[src/kvcd_pkg.sv]
// ----------------------------------------------------------------------------
// kvcd_pkg
// shared types and codes of the key-value command deframer
// ----------------------------------------------------------------------------
`timescale 1ns / 1ps

package kvcd_pkg;

  // opcode bytes on the wire
  localparam logic [7:0] OPC_BYTE_PUT   = 8'd11;
  localparam logic [7:0] OPC_BYTE_DEL   = 8'd12;
  localparam logic [7:0] OPC_BYTE_GET   = 8'd13;
  localparam logic [7:0] OPC_BYTE_TAKE  = 8'd14;
  localparam logic [7:0] OPC_BYTE_STATS = 8'd21;

  // number of big-endian bytes in a length field
  localparam int unsigned LEN_BYTES = 4;

  // command codes
  localparam logic [2:0] CMD_PUT   = 3'd0;
  localparam logic [2:0] CMD_DEL   = 3'd1;
  localparam logic [2:0] CMD_GET   = 3'd2;
  localparam logic [2:0] CMD_TAKE  = 3'd3;
  localparam logic [2:0] CMD_STATS = 3'd4;

  // result kinds
  localparam logic [2:0] KIND_STATS    = 3'd0;
  localparam logic [2:0] KIND_KEY_LEN  = 3'd1;
  localparam logic [2:0] KIND_KEY_BYTE = 3'd2;
  localparam logic [2:0] KIND_VAL_LEN  = 3'd3;
  localparam logic [2:0] KIND_VAL_BYTE = 3'd4;

  // error codes
  localparam logic [1:0] ERR_NONE     = 2'd0;
  localparam logic [1:0] ERR_BAD_OPC  = 2'd1;
  localparam logic [1:0] ERR_TOO_LONG = 2'd2;

  // configuration register indexes
  localparam logic REG_MAX_KEY_LEN = 1'b0;
  localparam logic REG_MAX_VAL_LEN = 1'b1;

  localparam logic [31:0] MAX_LEN_RESET = 32'd65535;

  typedef struct packed {
    logic [2:0]  kind;
    logic [2:0]  opcode;
    logic [7:0]  data_byte;
    logic [31:0] length;
    logic        last;
    logic [1:0]  error;
  } kvcd_result_t;

  typedef struct packed {
    logic [31:0] max_key_length;
    logic [31:0] max_value_length;
  } kvcd_limits_t;

endpackage

[src/kvcd_cfg_regs.sv]
// ----------------------------------------------------------------------------
// kvcd_cfg_regs
// apb register file holding the key and value length limits
// ----------------------------------------------------------------------------
`timescale 1ns / 1ps

module kvcd_cfg_regs (
  input  logic                   clk_i,
  input  logic                   rst_ni,
  input  logic                   psel,
  input  logic                   penable,
  input  logic                   pwrite,
  input  logic [2:0]             paddr,
  input  logic [31:0]            pwdata,
  output logic [31:0]            prdata,
  output logic                   pready,
  output kvcd_pkg::kvcd_limits_t limits_o
);
  import kvcd_pkg::*;

  logic [31:0] max_key_q, max_key_d;
  logic [31:0] max_val_q, max_val_d;
  logic        wr_en;
  logic        reg_sel;

  assign pready  = 1'b1;
  // byte lanes inside a word are ignored
  assign reg_sel = paddr[2];
  assign wr_en   = psel && penable && pwrite && pready;

  always_comb begin
    max_key_d = max_key_q;
    max_val_d = max_val_q;
    if (wr_en) begin
      unique case (reg_sel)
        REG_MAX_KEY_LEN: max_key_d = pwdata;
        REG_MAX_VAL_LEN: max_val_d = pwdata;
        default: ;
      endcase
    end
  end

  always_ff @(posedge clk_i or negedge rst_ni) begin
    if (!rst_ni) begin
      max_key_q <= MAX_LEN_RESET;
      max_val_q <= MAX_LEN_RESET;
    end else begin
      max_key_q <= max_key_d;
      max_val_q <= max_val_d;
    end
  end

  assign prdata = (reg_sel == REG_MAX_VAL_LEN) ? max_val_q : max_key_q;

  assign limits_o.max_key_length   = max_key_q;
  assign limits_o.max_value_length = max_val_q;

endmodule

[src/kvcd_parser.sv]
// ----------------------------------------------------------------------------
// kvcd_parser
// command state machine: consumes one byte per step and forms the result
// ----------------------------------------------------------------------------
`timescale 1ns / 1ps

module kvcd_parser (
  input  logic                   clk_i,
  input  logic                   rst_ni,
  input  logic                   step_i,
  input  logic [7:0]             byte_i,
  input  kvcd_pkg::kvcd_limits_t limits_i,
  output logic                   res_valid_o,
  output kvcd_pkg::kvcd_result_t res_o
);
  import kvcd_pkg::*;

  typedef enum logic [2:0] {
    PH_OPCODE = 3'd0,
    PH_KEYLEN = 3'd1,
    PH_KEY    = 3'd2,
    PH_VALLEN = 3'd3,
    PH_VAL    = 3'd4
  } phase_e;

  phase_e      phase_q, phase_d;
  logic [2:0]  opc_q, opc_d;
  logic [23:0] acc_q, acc_d;
  logic [1:0]  cnt_q, cnt_d;
  logic [31:0] rem_q, rem_d;

  logic        key_side;
  logic        is_put;
  logic [31:0] len;
  logic [31:0] limit;
  logic        done;
  logic [7:0]  opc_off;

  assign key_side = (phase_q == PH_KEYLEN) || (phase_q == PH_KEY);
  assign is_put   = (opc_q == CMD_PUT);
  assign len      = {acc_q, byte_i};
  assign limit    = key_side ? limits_i.max_key_length : limits_i.max_value_length;
  assign done     = (rem_q <= 32'd1);
  assign opc_off  = byte_i - OPC_BYTE_PUT;

  always_comb begin
    phase_d     = phase_q;
    opc_d       = opc_q;
    acc_d       = acc_q;
    cnt_d       = cnt_q;
    rem_d       = rem_q;
    res_valid_o = 1'b0;
    res_o       = '0;
    res_o.opcode = opc_q;

    unique case (phase_q)
      PH_KEYLEN, PH_VALLEN: begin
        if (cnt_q != 2'(LEN_BYTES - 1)) begin
          acc_d = {acc_q[15:0], byte_i};
          cnt_d = cnt_q + 2'd1;
        end else begin
          acc_d        = '0;
          cnt_d        = '0;
          res_valid_o  = 1'b1;
          res_o.kind   = key_side ? KIND_KEY_LEN : KIND_VAL_LEN;
          res_o.length = len;
          if (len > limit) begin
            res_o.last  = 1'b1;
            res_o.error = ERR_TOO_LONG;
            phase_d     = PH_OPCODE;
            rem_d       = '0;
          end else begin
            rem_d = len;
            if (len != '0) begin
              phase_d = key_side ? PH_KEY : PH_VAL;
            end else if (key_side && is_put) begin
              // empty key of a put: value length follows directly
              phase_d = PH_VALLEN;
            end else begin
              phase_d    = PH_OPCODE;
              res_o.last = 1'b1;
            end
          end
        end
      end

      PH_KEY, PH_VAL: begin
        res_valid_o     = 1'b1;
        res_o.kind      = key_side ? KIND_KEY_BYTE : KIND_VAL_BYTE;
        res_o.data_byte = byte_i;
        res_o.last      = done && !(key_side && is_put);
        rem_d           = done ? '0 : rem_q - 32'd1;
        if (done) begin
          phase_d = (key_side && is_put) ? PH_VALLEN : PH_OPCODE;
        end
      end

      // opcode phase, unused phase codes land here too
      default: begin
        phase_d = PH_OPCODE;
        acc_d   = '0;
        cnt_d   = '0;
        rem_d   = '0;
        unique case (byte_i)
          OPC_BYTE_PUT, OPC_BYTE_DEL, OPC_BYTE_GET, OPC_BYTE_TAKE: begin
            opc_d   = opc_off[2:0];
            phase_d = PH_KEYLEN;
          end
          OPC_BYTE_STATS: begin
            opc_d        = CMD_STATS;
            res_valid_o  = 1'b1;
            res_o.kind   = KIND_STATS;
            res_o.opcode = CMD_STATS;
            res_o.last   = 1'b1;
          end
          default: begin
            res_valid_o  = 1'b1;
            res_o.kind   = KIND_STATS;
            res_o.opcode = CMD_PUT;
            res_o.last   = 1'b1;
            res_o.error  = ERR_BAD_OPC;
          end
        endcase
      end
    endcase
  end

  always_ff @(posedge clk_i or negedge rst_ni) begin
    if (!rst_ni) begin
      phase_q <= PH_OPCODE;
      opc_q   <= '0;
      acc_q   <= '0;
      cnt_q   <= '0;
      rem_q   <= '0;
    end else if (step_i) begin
      phase_q <= phase_d;
      opc_q   <= opc_d;
      acc_q   <= acc_d;
      cnt_q   <= cnt_d;
      rem_q   <= rem_d;
    end
  end

endmodule

[src/kv_command_deframer_unit.sv]
// ----------------------------------------------------------------------------
// kv_command_deframer_unit
// splits a binary key-value request byte stream into command results
// ----------------------------------------------------------------------------
//  channel | direction | handshake            | payload
//  in      | input     | in_valid_i/in_stall_o | in_byte_i
//  out     | output    | out_valid_o/out_stall_i | kind, opcode, data_byte, length,
//          |           |                      | last, error
//  cfg     | input     | apb psel/penable     | max_key_length, max_value_length
//
// one item per cycle while out_stall_i is low; an item goes input register ->
// parser -> result register, which loads only when the item yields a result
// the parser steps only when the result register is empty or being drained
// reset clears the handshake state and returns the parser to the opcode phase
// out_stall_i holds the result register and, once the input register is full,
// raises in_stall_o in the same cycle
// ----------------------------------------------------------------------------
`timescale 1ns / 1ps

module kv_command_deframer_unit (
  input  logic        clk_i,
  input  logic        rst_ni,
  // configuration
  input  logic        psel,
  input  logic        penable,
  input  logic        pwrite,
  input  logic [2:0]  paddr,
  input  logic [31:0] pwdata,
  output logic [31:0] prdata,
  output logic        pready,
  // input bytes
  input  logic        in_valid_i,
  output logic        in_stall_o,
  input  logic [7:0]  in_byte_i,
  // results
  output logic        out_valid_o,
  input  logic        out_stall_i,
  output logic [2:0]  kind_o,
  output logic [2:0]  opcode_o,
  output logic [7:0]  data_byte_o,
  output logic [31:0] length_o,
  output logic        last_o,
  output logic [1:0]  error_o
);
  import kvcd_pkg::*;

  kvcd_limits_t limits;
  kvcd_result_t res;
  kvcd_result_t res_q;
  logic         res_valid;

  logic         in_valid_q;
  logic [7:0]   in_byte_q;
  logic         out_valid_q;
  logic         step;
  logic         in_accept;
  logic         out_take;

  kvcd_cfg_regs u_cfg (
    .clk_i    (clk_i),
    .rst_ni   (rst_ni),
    .psel     (psel),
    .penable  (penable),
    .pwrite   (pwrite),
    .paddr    (paddr),
    .pwdata   (pwdata),
    .prdata   (prdata),
    .pready   (pready),
    .limits_o (limits)
  );

  kvcd_parser u_parser (
    .clk_i       (clk_i),
    .rst_ni      (rst_ni),
    .step_i      (step),
    .byte_i      (in_byte_q),
    .limits_i    (limits),
    .res_valid_o (res_valid),
    .res_o       (res)
  );

  assign out_take   = out_valid_q && !out_stall_i;
  // result slot is free this cycle when empty or being taken
  assign step       = in_valid_q && (!out_valid_q || !out_stall_i);
  assign in_stall_o = in_valid_q && !step;
  assign in_accept  = in_valid_i && !in_stall_o;

  always_ff @(posedge clk_i or negedge rst_ni) begin
    if (!rst_ni) begin
      in_valid_q  <= 1'b0;
      out_valid_q <= 1'b0;
    end else begin
      if (in_accept) begin
        in_valid_q <= 1'b1;
      end else if (step) begin
        in_valid_q <= 1'b0;
      end
      if (step && res_valid) begin
        out_valid_q <= 1'b1;
      end else if (out_take) begin
        out_valid_q <= 1'b0;
      end
    end
  end

  always_ff @(posedge clk_i) begin
    if (in_accept) begin
      in_byte_q <= in_byte_i;
    end
    if (step && res_valid) begin
      res_q <= res;
    end
  end

  assign out_valid_o = out_valid_q;
  assign kind_o      = res_q.kind;
  assign opcode_o    = res_q.opcode;
  assign data_byte_o = res_q.data_byte;
  assign length_o    = res_q.length;
  assign last_o      = res_q.last;
  assign error_o     = res_q.error;

endmodule

[config.mk]
export PLATFORM = sky130hd
export DESIGN_NAME = kv_command_deframer_unit
export DESIGN_NICKNAME = d
export VERILOG_FILES = /design/src/kvcd_pkg.sv /design/src/kvcd_cfg_regs.sv /design/src/kvcd_parser.sv /design/src/kv_command_deframer_unit.sv
export SDC_FILE = /design/constraint.sdc
export NUM_CORES = 1
export LEC_CHECK = 0
export ABC_AREA = 1
export BUFFER_PORTS_ARGS = -buffer_cell sky130_fd_sc_hd__buf_2
export CORE_MARGIN = 5
export CORE_UTILIZATION = 58
export CTS_BUF_LIST = sky130_fd_sc_hd__clkbuf_16
export CTS_CLUSTER_DIAMETER = 60
export CTS_CLUSTER_SIZE = 25
export DETAILED_ROUTE_END_ITERATION = 6
export PLACE_DENSITY = 0.77
export SLEW_MARGIN = 20
export SYNTH_ARGS = -nofsm -noshare
export SYNTH_HDL_FRONTEND = slang
export SYNTH_SLANG_ARGS = --single-unit
[constraint.sdc]
create_clock -name clk_i -period 4.55 [get_ports clk_i]
set_input_delay 0.2275 -clock clk_i [delete_from_list [all_inputs] [get_ports clk_i]]
set_output_delay 0.2275 -clock clk_i [all_outputs]
set_load 0.03 [all_outputs]
==> impl_metrics.json, run 1 <==
{
  "critPathLaunchType": "flop",
  "drc": 1,
  "die_h_um": 143.3,
  "crit_slowest_cell": "dfrtp_1",
  "cts_tree": "yes",
  "crit_path_cell_trace": "or2_4 -> nand2_1 -> nor2_4 -> buf_12 -> o21ai_0 -> ha_1 -> a21o_1 -> o21ai_0 -> nand2_1 -> a21oi_1 -> nand2_1 -> nand2_2 -> buf_4 -> nand2_1 -> nand2_1 -> nand2_1 -> nand2_1",
  "max_stage_delay_ns": 0.47,
  "required_ns": 4.91,
  "clockBufferDepth": 2,
  "viasPerCell": 5.281,
  "fin_util_pct": 67.81,
  "grt_pass1_wl_um": 41490,
  "whs_path_depth": 3,
  "fin_cells": 1664,
  "ys_warn_count": 0,
  "ys.flop_type": "dfrtp_1",
  "cts_buffers": 17,
  "drt_pass1_iterations": 7,
  "fin_setup_tns_ns": 0,
  "clkSlewWorstSetupHoldPaths_ns": 0.07,
  "gp_congestion": 0.9486,
  "pwr_density_cell_mw_per_mm2": 684.7,
  "tightest_slew_ns": 1.080,
  "regArea_sq_mm": 0.005005,
  "final_nets": 1515,
  "fin_crit_ns": 3.446,
  "wl_per_cell_um": 15.05,
  "root_buffer": "clkbuf_16",
  "drive_gt1_share_pct": 17.44,
  "r2r-start": "u_parser.phase_q[0]",
  "grt-ovfl-total": 0,
  "setup_viol": 0,
  "place_area_sq_mm": 0.01109,
  "netlist_area_sq_mm": 0.01030,
  "vdd_drop_max_mv": 0.4351,
  "path_max_fanout": 65,
  "place_inst": 1623,
  "grt_max_degree": 67,
  "fp.dieW_um": 143.3,
  "initial_core_util_pct": 59.36,
  "power_mw": 8.058,
  "hold_class": "input pin to flop",
  "syn_area_per_cell_sq_um": 7.865,
  "path_common_cell": "nand2_1",
  "hold_viol": 0,
  "n_antenna_cell": 0,
  "synthCells": 1310,
  "ant_nets": 0,
  "rsz0062_at_grt": "false",
  "final_cell_mix": "406 x nand2_1, 160 x o21ai_0, 152 x nor2_1",
  "holdPathEnd": "u_cfg.max_val_q[7]",
  "rr_worst_depth": 17,
  "fmax_mhz": 290.2,
  "clock_latency_ns": 0.43,
  "finalWirelength_um": 25040,
  "synthArstFlopShare_pct": 69.52,
  "reg2reg_to": "u_parser.rem_q[2]",
  "grt_use_total_pct": 25.29,
  "final_common_cell": "nand2_1",
  "yosysUniqueCellTypes": 48,
  "p_leak_nw": 5.936,
  "syn_to_final_growth_pct": 14.22,
  "min_from": "pwdata[7]",
  "num_vias": 8788,
  "coreArea_sq_mm": 0.01736,
  "cap_viol_max_count": 0,
  "die-area_sq_mm": 0.02053,
  "io_pins": 134,
  "relSlewSlack_pct": 27.91,
  "rows": 48,
  "antenna_found_initial": 0,
  "cts_max_level": 4,
  "cts.sinks": 187,
  "grt_pass1_vias": 8601,
  "ctsResizeCount": 0,
  "final_cell_area_sq_mm": 0.01177,
  "synth.yosys.seq_area_share_pct": 48.57,
  "maxSlewViolCount": 0,
  "initialDrtViolationCount": 722,
  "skew_ns": 0.01062,
  "multi_input_area_sq_mm": 0.004512,
  "synth_edf_count": 57,
  "endpoint_kind": "flop",
  "status": "finished, violations left",
  "synth_seq_cells": 187,
  "nFillCells": 1445,
  "violations": "design-rule violations",
  "dp_hpwl_um": 17260,
  "critical_path_class": "flop to flop",
  "reg2reg_setup_slack_ns": 1.10,
  "portBuffers": 130,
  "crit_arrival_ns": 3.81,
  "synth_fp_nets": 1399,
  "post-route-period-util_pct": 75.74
}
per-stage QoR:
stage | worst slack [ns] | hold slack, ns
finish | 1.104 | 0.02602
global route | 0.8634 | 0.02132
CTS | 1.108 | 0.01795
detailed placement | 1.152 | 0.3331
global placement | 1.190 | 0.3254
floorplan | 0.8035 | -0.06809
cell usage after synthesis, types with 9 or more instances:
| library cell | number | area share (%) |
|---|---|---|
| a21oi_1 | 17 | 0.83 |
| buf_2 | 11 | 0.53 |
| clkbuf_1 | 29 | 1.1 |
| dfrtp_1 | 98 | 24 |
| dfstp_2 | 32 | 8.2 |
| edfxtp_1 | 57 | 17 |
| ha_1 | 39 | 4.7 |
| inv_1 | 140 | 5.1 |
| nand2_1 | 406 | 15 |
| nand3_1 | 47 | 2.3 |
| nand3_2 | 9 | 0.87 |
| nand4_1 | 18 | 1.1 |
| nor2_1 | 154 | 5.6 |
| nor2_2 | 14 | 0.85 |
| o21ai_0 | 160 | 7.8 |
| xor2_1 | 9 | 0.77 |
how the worst max path moves through the flow:
stage / startpoint / end / slack [ns] / cells after the start
after floorplan: out_valid_o / data_byte_o[0] / 0.80 / 6
after global placement: u_parser.phase_q[0] / error_o[1] / 1.19 / 14
after detailed placement: u_parser.phase_q[0] / error_o[1] / 1.15 / 14
after CTS: u_parser.phase_q[0] / u_parser.rem_q[2] / 1.11 / 17
after global routing: u_parser.phase_q[0] / u_parser.rem_q[8] / 0.86 / 18
final: u_parser.phase_q[0] / u_parser.rem_q[2] / 1.10 / 17
state kept, by name, summed over array words and instances (netlist names), 8 cells and up:
name and cells:
u_cfg.max_key_q 32, data_byte_o 8, u_parser.rem_q 32, u_parser.acc_q 24, length_o 32, u_cfg.max_val_q 32, in_byte_q 8
worst max-delay path, delay by kind of cell, from the launching register on:
family	cells	cell delay, ns
buffers and inverters	2	0.48
flip-flops	1	0.47
adder cells (fa/ha/maj)	1	0.28
AND/OR/NAND/NOR	10	1.35
AO/OA/AOI/OAI	4	0.76
logic make-up after synthesis:
kind of cell             Yosys count  synth area share (%)
AND/OR/NAND/NOR                  686                 28.25
buffers and inverters            196                 7.784
AO/OA/AOI/OAI                    189                 9.605
flip-flops                       187                 48.57
adder cells (fa/ha/maj)           39                 4.736
XOR/XNOR                          12                 1.020
other                              1               0.03639
per-layer routing:
layer | global-route usage (%) | vias to the layer above | share of wire (%)
li1 | - | 4406 | -
met1 | 33.92 | 4062 | 43
met2 | 42.83 | 286 | 49
met3 | 4.421 | 34 | 6.2
met4 | 6.739 | 0 | 1.6
met5 | 0 | - | 0
final cells by class:
class,instances,share of cell area [%]
Sequential cell,187,42.53
Multi-Input combinational cell,927,38.34
Timing Repair Buffer,148,7.102
Inverter,145,4.667
Clock buffer,17,3.615
Tap cell,225,2.392
Clock inverter,15,1.361
power breakdown:
group	leakage, nW	switching (mW)	internal (mW)	total [mW]
Clock	0.292	0.629	0.856	1.48
Sequential	2.20	0.326	2.27	2.60
Combinational	3.45	2.75	1.23	3.98
repair_timing:
item,4_1_cts,5_1_grt
setup buffers,0,0
hold buffers,9,0
hold endpoints to repair,34,0
Note: power is estimated with default switching activity, not from simulation.
==> run 2: changes to the inputs <==
Clock period 4.55 ns to 3.52 ns, I/O delays scaled along.
==> run 2 against run 1 <==
Against the previous run:
- the run now ends clean
- count of clock-buffer cells in the layout unchanged
- via count increased by 1.5%
- largest power group unchanged
- sequential share of layout area decreased by 0.82 points
- power increased by 28%
- flip-flop and latch count unchanged
- hold slack got worse by 0.016 ns
- fmax increased by 11%
- final cell count increased by 1.5%
==> impl_metrics.json, run 2 (synthesis results as in run 1) <==
{
  "root_buffer": "clkbuf_16",
  "vdd_drop_max_mv": 0.4719,
  "p_int_mw": 5.512,
  "hold_viol": 0,
  "clkSlewWorstSetupHoldPaths_ns": 0.07,
  "grt_use_total_pct": 25.32,
  "p_comb_share_pct": 49.6,
  "syn_to_final_growth_pct": 16.47,
  "path_buf_inv": 2,
  "viasPerCell": 5.280,
  "skew_ns": 0.008590,
  "wl_per_cell_um": 14.76,
  "power_mw": 10.30,
  "finalWirelength_um": 24940,
  "rsz0062_at_grt": "false",
  "setup_viol": 0,
  "sequentialPowerShare_pct": 32.6,
  "final_nets": 1540,
  "max_stage_delay_ns": 0.48,
  "place_area_sq_mm": 0.01114,
  "grt_util_met3_pct": 4.119,
  "final_common_cell": "nand2_1",
  "cts_setup_buffers": 0,
  "drt_pass1_iterations": 7,
  "hold_class": "input pin to flop",
  "power.net_switching_mw": 4.786,
  "place_inst": 1626,
  "endpoint_kind": "flop",
  "status": "completed",
  "clock_latency_ns": 0.43,
  "critPathLaunchType": "flop",
  "grt_pass1_wl_um": 41440,
  "cts.sinks": 187,
  "met2_usage_pct": 43.32,
  "dp_hpwl_um": 17230,
  "critical_path_class": "flop to flop",
  "coreArea_sq_mm": 0.01736,
  "final_cell_mix": "406 x nand2_1, 160 x o21ai_0, 152 x nor2_1",
  "swShare_pct": 46.47,
  "initial_core_util_pct": 59.36,
  "reg2reg_setup_slack_ns": 0.41,
  "fin_hold_ws_ns": 0.009708,
  "tightest_slew_ns": 0.9388,
  "n_antenna_cell": 0,
  "fin_crit_ns": 3.115,
  "path_common_cell": "nand2_1",
  "grt_max_degree": 71,
  "fin_setup_tns_ns": 0,
  "io_pins": 134,
  "nFillCells": 1430,
  "crit_slowest_cell": "dfrtp_1",
  "fin_cells": 1689,
  "relSlewSlack_pct": 37.41,
  "clockBufferDepth": 2,
  "die_h_um": 143.3,
  "cts_buffers": 17,
  "path_max_fanout": 64,
  "grt_pass1_vias": 8664,
  "num_vias": 8918,
  "post-route-period-util_pct": 88.48,
  "globalRouteMet1Util_pct": 33.93,
  "rows": 48,
  "gp_congestion": 0.9591,
  "antenna_found_initial": 0,
  "cts_tree": "yes",
  "final_cell_area_sq_mm": 0.01200,
  "fmax_mhz": 321.1,
  "drive_gt1_share_pct": 17.49,
  "dpl_worst_slack_ns": 0.4687,
  "crit_path_cell_trace": "or2_4 -> nand2_1 -> nor2_4 -> buf_12 -> nand2_1 -> o21ai_0 -> ha_1 -> a21o_1 -> o21ai_0 -> nand2_1 -> a21oi_1 -> nand2_1 -> nand2_2 -> buf_12 -> nand2_1 -> nand2_1 -> nand2_1 -> nand2_1",
  "drc": 0,
  "fin_util_pct": 69.14,
  "maxSlewViolCount": 0,
  "fp.dieW_um": 143.3,
  "portBuffers": 130,
  "required_ns": 3.89,
  "ant_nets": 0,
  "worst_path_dominant_cell_family": "simple AND/OR/NAND/NOR gates",
  "clockPowerShare_pct": 17.8,
  "cap_viol_max_count": 0,
  "p_leak_nw": 6.037,
  "pwr_density_cell_mw_per_mm2": 858.2,
  "cts_max_level": 4,
  "setup_slack_ns": 0.4054,
  "grt.busiest_layer": "met2",
  "die-area_sq_mm": 0.02053,
  "initialDrtViolationCount": 815,
  "crit_arrival_ns": 3.48,
  "grt-ovfl-total": 0
}
[run 2: cell types whose count changed in the layout (fill, tap and decap cells not counted)]
cell,delta
buf_12,+2
buf_4,+1
bufinv_16,-2
clkinv_1,-1
clkinv_2,+1
clkinv_4,-1
dlygate4sd3_1,+22
inv_1,-1
inv_6,+4
[run 2: area by class of cell]
type	instances	area [sq um]	share of cell area [%]
multi-input cells	927	4512	37.60
flip-flops and latches	187	5005	41.71
clock inverters	15	123.9	1.032
repair buffers	173	1104	9.196
clock buffers	17	425.4	3.545
well taps	225	281.5	2.346
inverters	145	549.3	4.577
[run 2: path summary, 6_finish.rpt]
check,start,endpoint,cells after the start
max in group asynchronous,rst_ni,u_cfg.max_key_q[14],3
worst min register to register,u_cfg.max_key_q[31],u_cfg.max_key_q[31],2
min in group asynchronous,rst_ni,u_parser.rem_q[4],2
worst min-delay path,pwdata[31],u_cfg.max_key_q[31],3
worst max register to register,u_parser.phase_q[0],u_parser.rem_q[15],18
worst max-delay path,u_parser.phase_q[0],u_parser.rem_q[15],18
[run 2: power by group through the flow]
stage / Sequential [mW] / Clock [mW] / Combinational (mW)
2_1_floorplan: 3.71 / 0 / 3.53
3_3_place_gp: 3.37 / 0 / 4.94
3_5_place_dp: 3.39 / 0 / 5.05
4_1_cts: 3.35 / 1.85 / 5.12
5_1_grt: 3.42 / 1.95 / 5.76
6_report: 3.36 / 1.83 / 5.11
[run 2: routing by layer]
metal / wire length, um / vias to the layer above
li1: - / 4461
met1: 10800 / 4166
met2: 12440 / 264
met3: 1355 / 27
met4: 340 / 0
met5: 0 / -
[run 2: tightest hold or removal path, cell delays in order]
cell     delay, ns
buf_2         0.10
inv_1         0.05
o21ai_0       0.07
[run 2: repair_timing]
item	4_1_cts	5_1_grt
hold buffers	31	0
gates resized for setup	0	0
setup endpoints to repair	0	0
hold endpoints to repair	91	0
==> run 3: changes to the inputs <==
Settings changed: CELL_PAD_IN_SITES_DETAIL_PLACEMENT set to 1, CELL_PAD_IN_SITES_GLOBAL_PLACEMENT set to 1, CORE_MARGIN 5 to not set, CORE_UTILIZATION 58 to 43.
==> run 3 against run 2 <==
Against the previous run:
- routed wire length is 24% higher
- critical endpoint is now u_parser.rem_q[30]
- count of clock-buffer cells in the layout stayed put
- register-to-register slack worse by 0.09 ns
- die area is 20% higher
- cell area is 2.3% higher
- critical path depth is 5 higher
- sequential share of layout area is 0.91 points lower
- clock power is 8% higher
- setup slack worse by 0.092 ns
- flip-flop and latch count stayed put
- combinational power is 6.5% higher
==> impl_metrics.json, run 3 (synthesis results as in run 1) <==
{
  "sequentialPowerShare_pct": 31.4,
  "antenna_found_initial": 0,
  "final_cell_area_sq_mm": 0.01227,
  "wl_met3_um": 1163,
  "grt_pass1_wl_um": 49950,
  "whs_path_depth": 3,
  "maxSlewViolCount": 0,
  "final_nets": 1551,
  "die_h_um": 156.8,
  "tightest_slew_ns": 0.9562,
  "io_pins": 134,
  "fmax_mhz": 311.9,
  "cts_max_level": 4,
  "p_comb_share_pct": 50.3,
  "grt_max_degree": 66,
  "vdd_drop_max_mv": 0.3443,
  "endpoint_kind": "flop",
  "cts_tree": "yes",
  "r2r-start": "u_parser.phase_q[0]",
  "fin_crit_ns": 3.206,
  "wl_met1_um": 13340,
  "root_buffer": "clkbuf_16",
  "drive_gt1_share_pct": 18.37,
  "finalWirelength_um": 31020,
  "drt_pass1_iterations": 4,
  "clkSlewWorstSetupHoldPaths_ns": 0.08,
  "rr_worst_depth": 23,
  "fp.dieW_um": 156.8,
  "dp_hpwl_um": 21900,
  "syn_to_final_growth_pct": 19.09,
  "gp_congestion": 0.8573,
  "critical_path_class": "flop to flop",
  "post-route-period-util_pct": 91.09,
  "routed-wl-met2_um": 15730,
  "skew_ns": 0.01085,
  "required_ns": 3.90,
  "grt_use_total_pct": 26.69,
  "cts_buffers": 17,
  "status": "completed",
  "power.net_switching_mw": 5.216,
  "setup_viol": 0,
  "min_from": "pwdata[24]",
  "power_mw": 10.82,
  "p_int_mw": 5.605,
  "place_area_sq_mm": 0.01133,
  "viasPerCell": 5.147,
  "die-area_sq_mm": 0.02458,
  "crit_arrival_ns": 3.58,
  "cap_viol_max_count": 0,
  "final_cell_mix": "404 x nand2_1, 159 x o21ai_0, 152 x nor2_1",
  "initial_core_util_pct": 43.90,
  "p_leak_nw": 6.112,
  "num_vias": 9234,
  "final_common_cell": "nand2_1",
  "fin_setup_tns_ns": 0,
  "coreArea_sq_mm": 0.02347,
  "rows": 56,
  "holdPathEnd": "u_cfg.max_key_q[24]",
  "drc": 0,
  "clockBufferDepth": 2,
  "wl_per_cell_um": 17.29,
  "grt-ovfl-total": 0,
  "swShare_pct": 48.20,
  "rsz0062_at_grt": "false",
  "cts_setup_buffers": 0,
  "hold_class": "input pin to flop",
  "clockPowerShare_pct": 18.3,
  "ant_nets": 0,
  "reg2reg_to": "u_parser.rem_q[30]",
  "clock_latency_ns": 0.44,
  "relSlewSlack_pct": 36.25,
  "cts.sinks": 187,
  "hold_viol": 0,
  "maxUsedRoutingLayer": "met4",
  "critPathLaunchType": "flop",
  "nFillCells": 2936,
  "portBuffers": 130,
  "reg2reg_setup_slack_ns": 0.31,
  "n_antenna_cell": 0,
  "grt_pass1_vias": 9436,
  "pwr_density_cell_mw_per_mm2": 881.9,
  "path_max_fanout": 16,
  "initialDrtViolationCount": 438
}
## run 3: metal layers
layer | vias to the layer above | track usage, %
met5 | - | 0
met4 | 0 | 9.337
met3 | 51 | 4.071
met2 | 202 | 46.58
met1 | 4486 | 33.39
li1 | 4495 | -
## run 3: worst max path at each step
stage	startpoint	to	slack (ns)	cells past startpoint
floorplan	out_valid_o	data_byte_o[0]	0.59	6
global placement	u_parser.phase_q[0]	error_o[1]	0.37	16
detailed placement	u_parser.phase_q[0]	u_parser.rem_q[4]	0.32	18
CTS	u_parser.phase_q[0]	u_parser.rem_q[30]	0.24	18
global route	u_parser.phase_q[0]	u_parser.rem_q[22]	0.06	23
finish	u_parser.phase_q[0]	u_parser.rem_q[30]	0.31	23
## run 3: repair_timing
item / CTS / global route
gates resized for setup: 0 / 2
endpoints found under the setup margin: 0 / 4
hold buffers: 33 / 0
endpoints found under the hold margin: 105 / 0
## run 3: stage by stage
step / hold slack [ns] / std cells / util [%] / setup slack (ns)
CTS: 0.001312 / 1794 / 52.25 / 0.2434
finish: 0.007204 / 1794 / 52.28 / 0.3135
floorplan: -0.1196 / 1310 / - / 0.5901
global route: 0.008366 / 1794 / 52.28 / 0.05503
detailed placement: 0.3556 / 1729 / 48.27 / 0.3228
global placement: 0.3546 / 1729 / 48.27 / 0.3669
## run 3: layout make-up
type                    count  area, sq um  area share, %
clock buffers              17        425.4          3.467
clock inverters            15        177.7          1.448
inverters                 145        549.3          4.476
multi-input cells         927         4522          36.85
flip-flops and latches    187         5006          40.80
well taps                 319        399.1          3.253
repair buffers            184         1191          9.707
## run 3: power groups by stage
stage	registers [mW]	logic, mW	clock network, mW
after floorplan	3.71	3.53	0
after global placement	3.39	5.16	0
after detailed placement	3.42	5.36	0
after CTS	3.39	5.46	2.03
after global routing	3.48	6.09	2.10
final	3.40	5.44	1.98
## run 3: critical path: stages (launching register included)
cell     delay [ns]
dfrtp_2        0.46
or2_4          0.29
nand2_1        0.11
nor2_4         0.08
buf_4          0.20
o21ai_0        0.37
ha_1           0.33
nand2_1        0.07
nand2_1        0.05
nand2_1        0.05
nand2_1        0.04
nand2_1        0.06
nand2_1        0.06
nand2_1        0.06
nand2_1        0.05
nand2_1        0.05
nand2_1        0.06
nand2_2        0.15
buf_12         0.18
buf_4          0.15
nand2_1        0.05
nand2_1        0.06
nand2_1        0.06
nand2_1        0.08
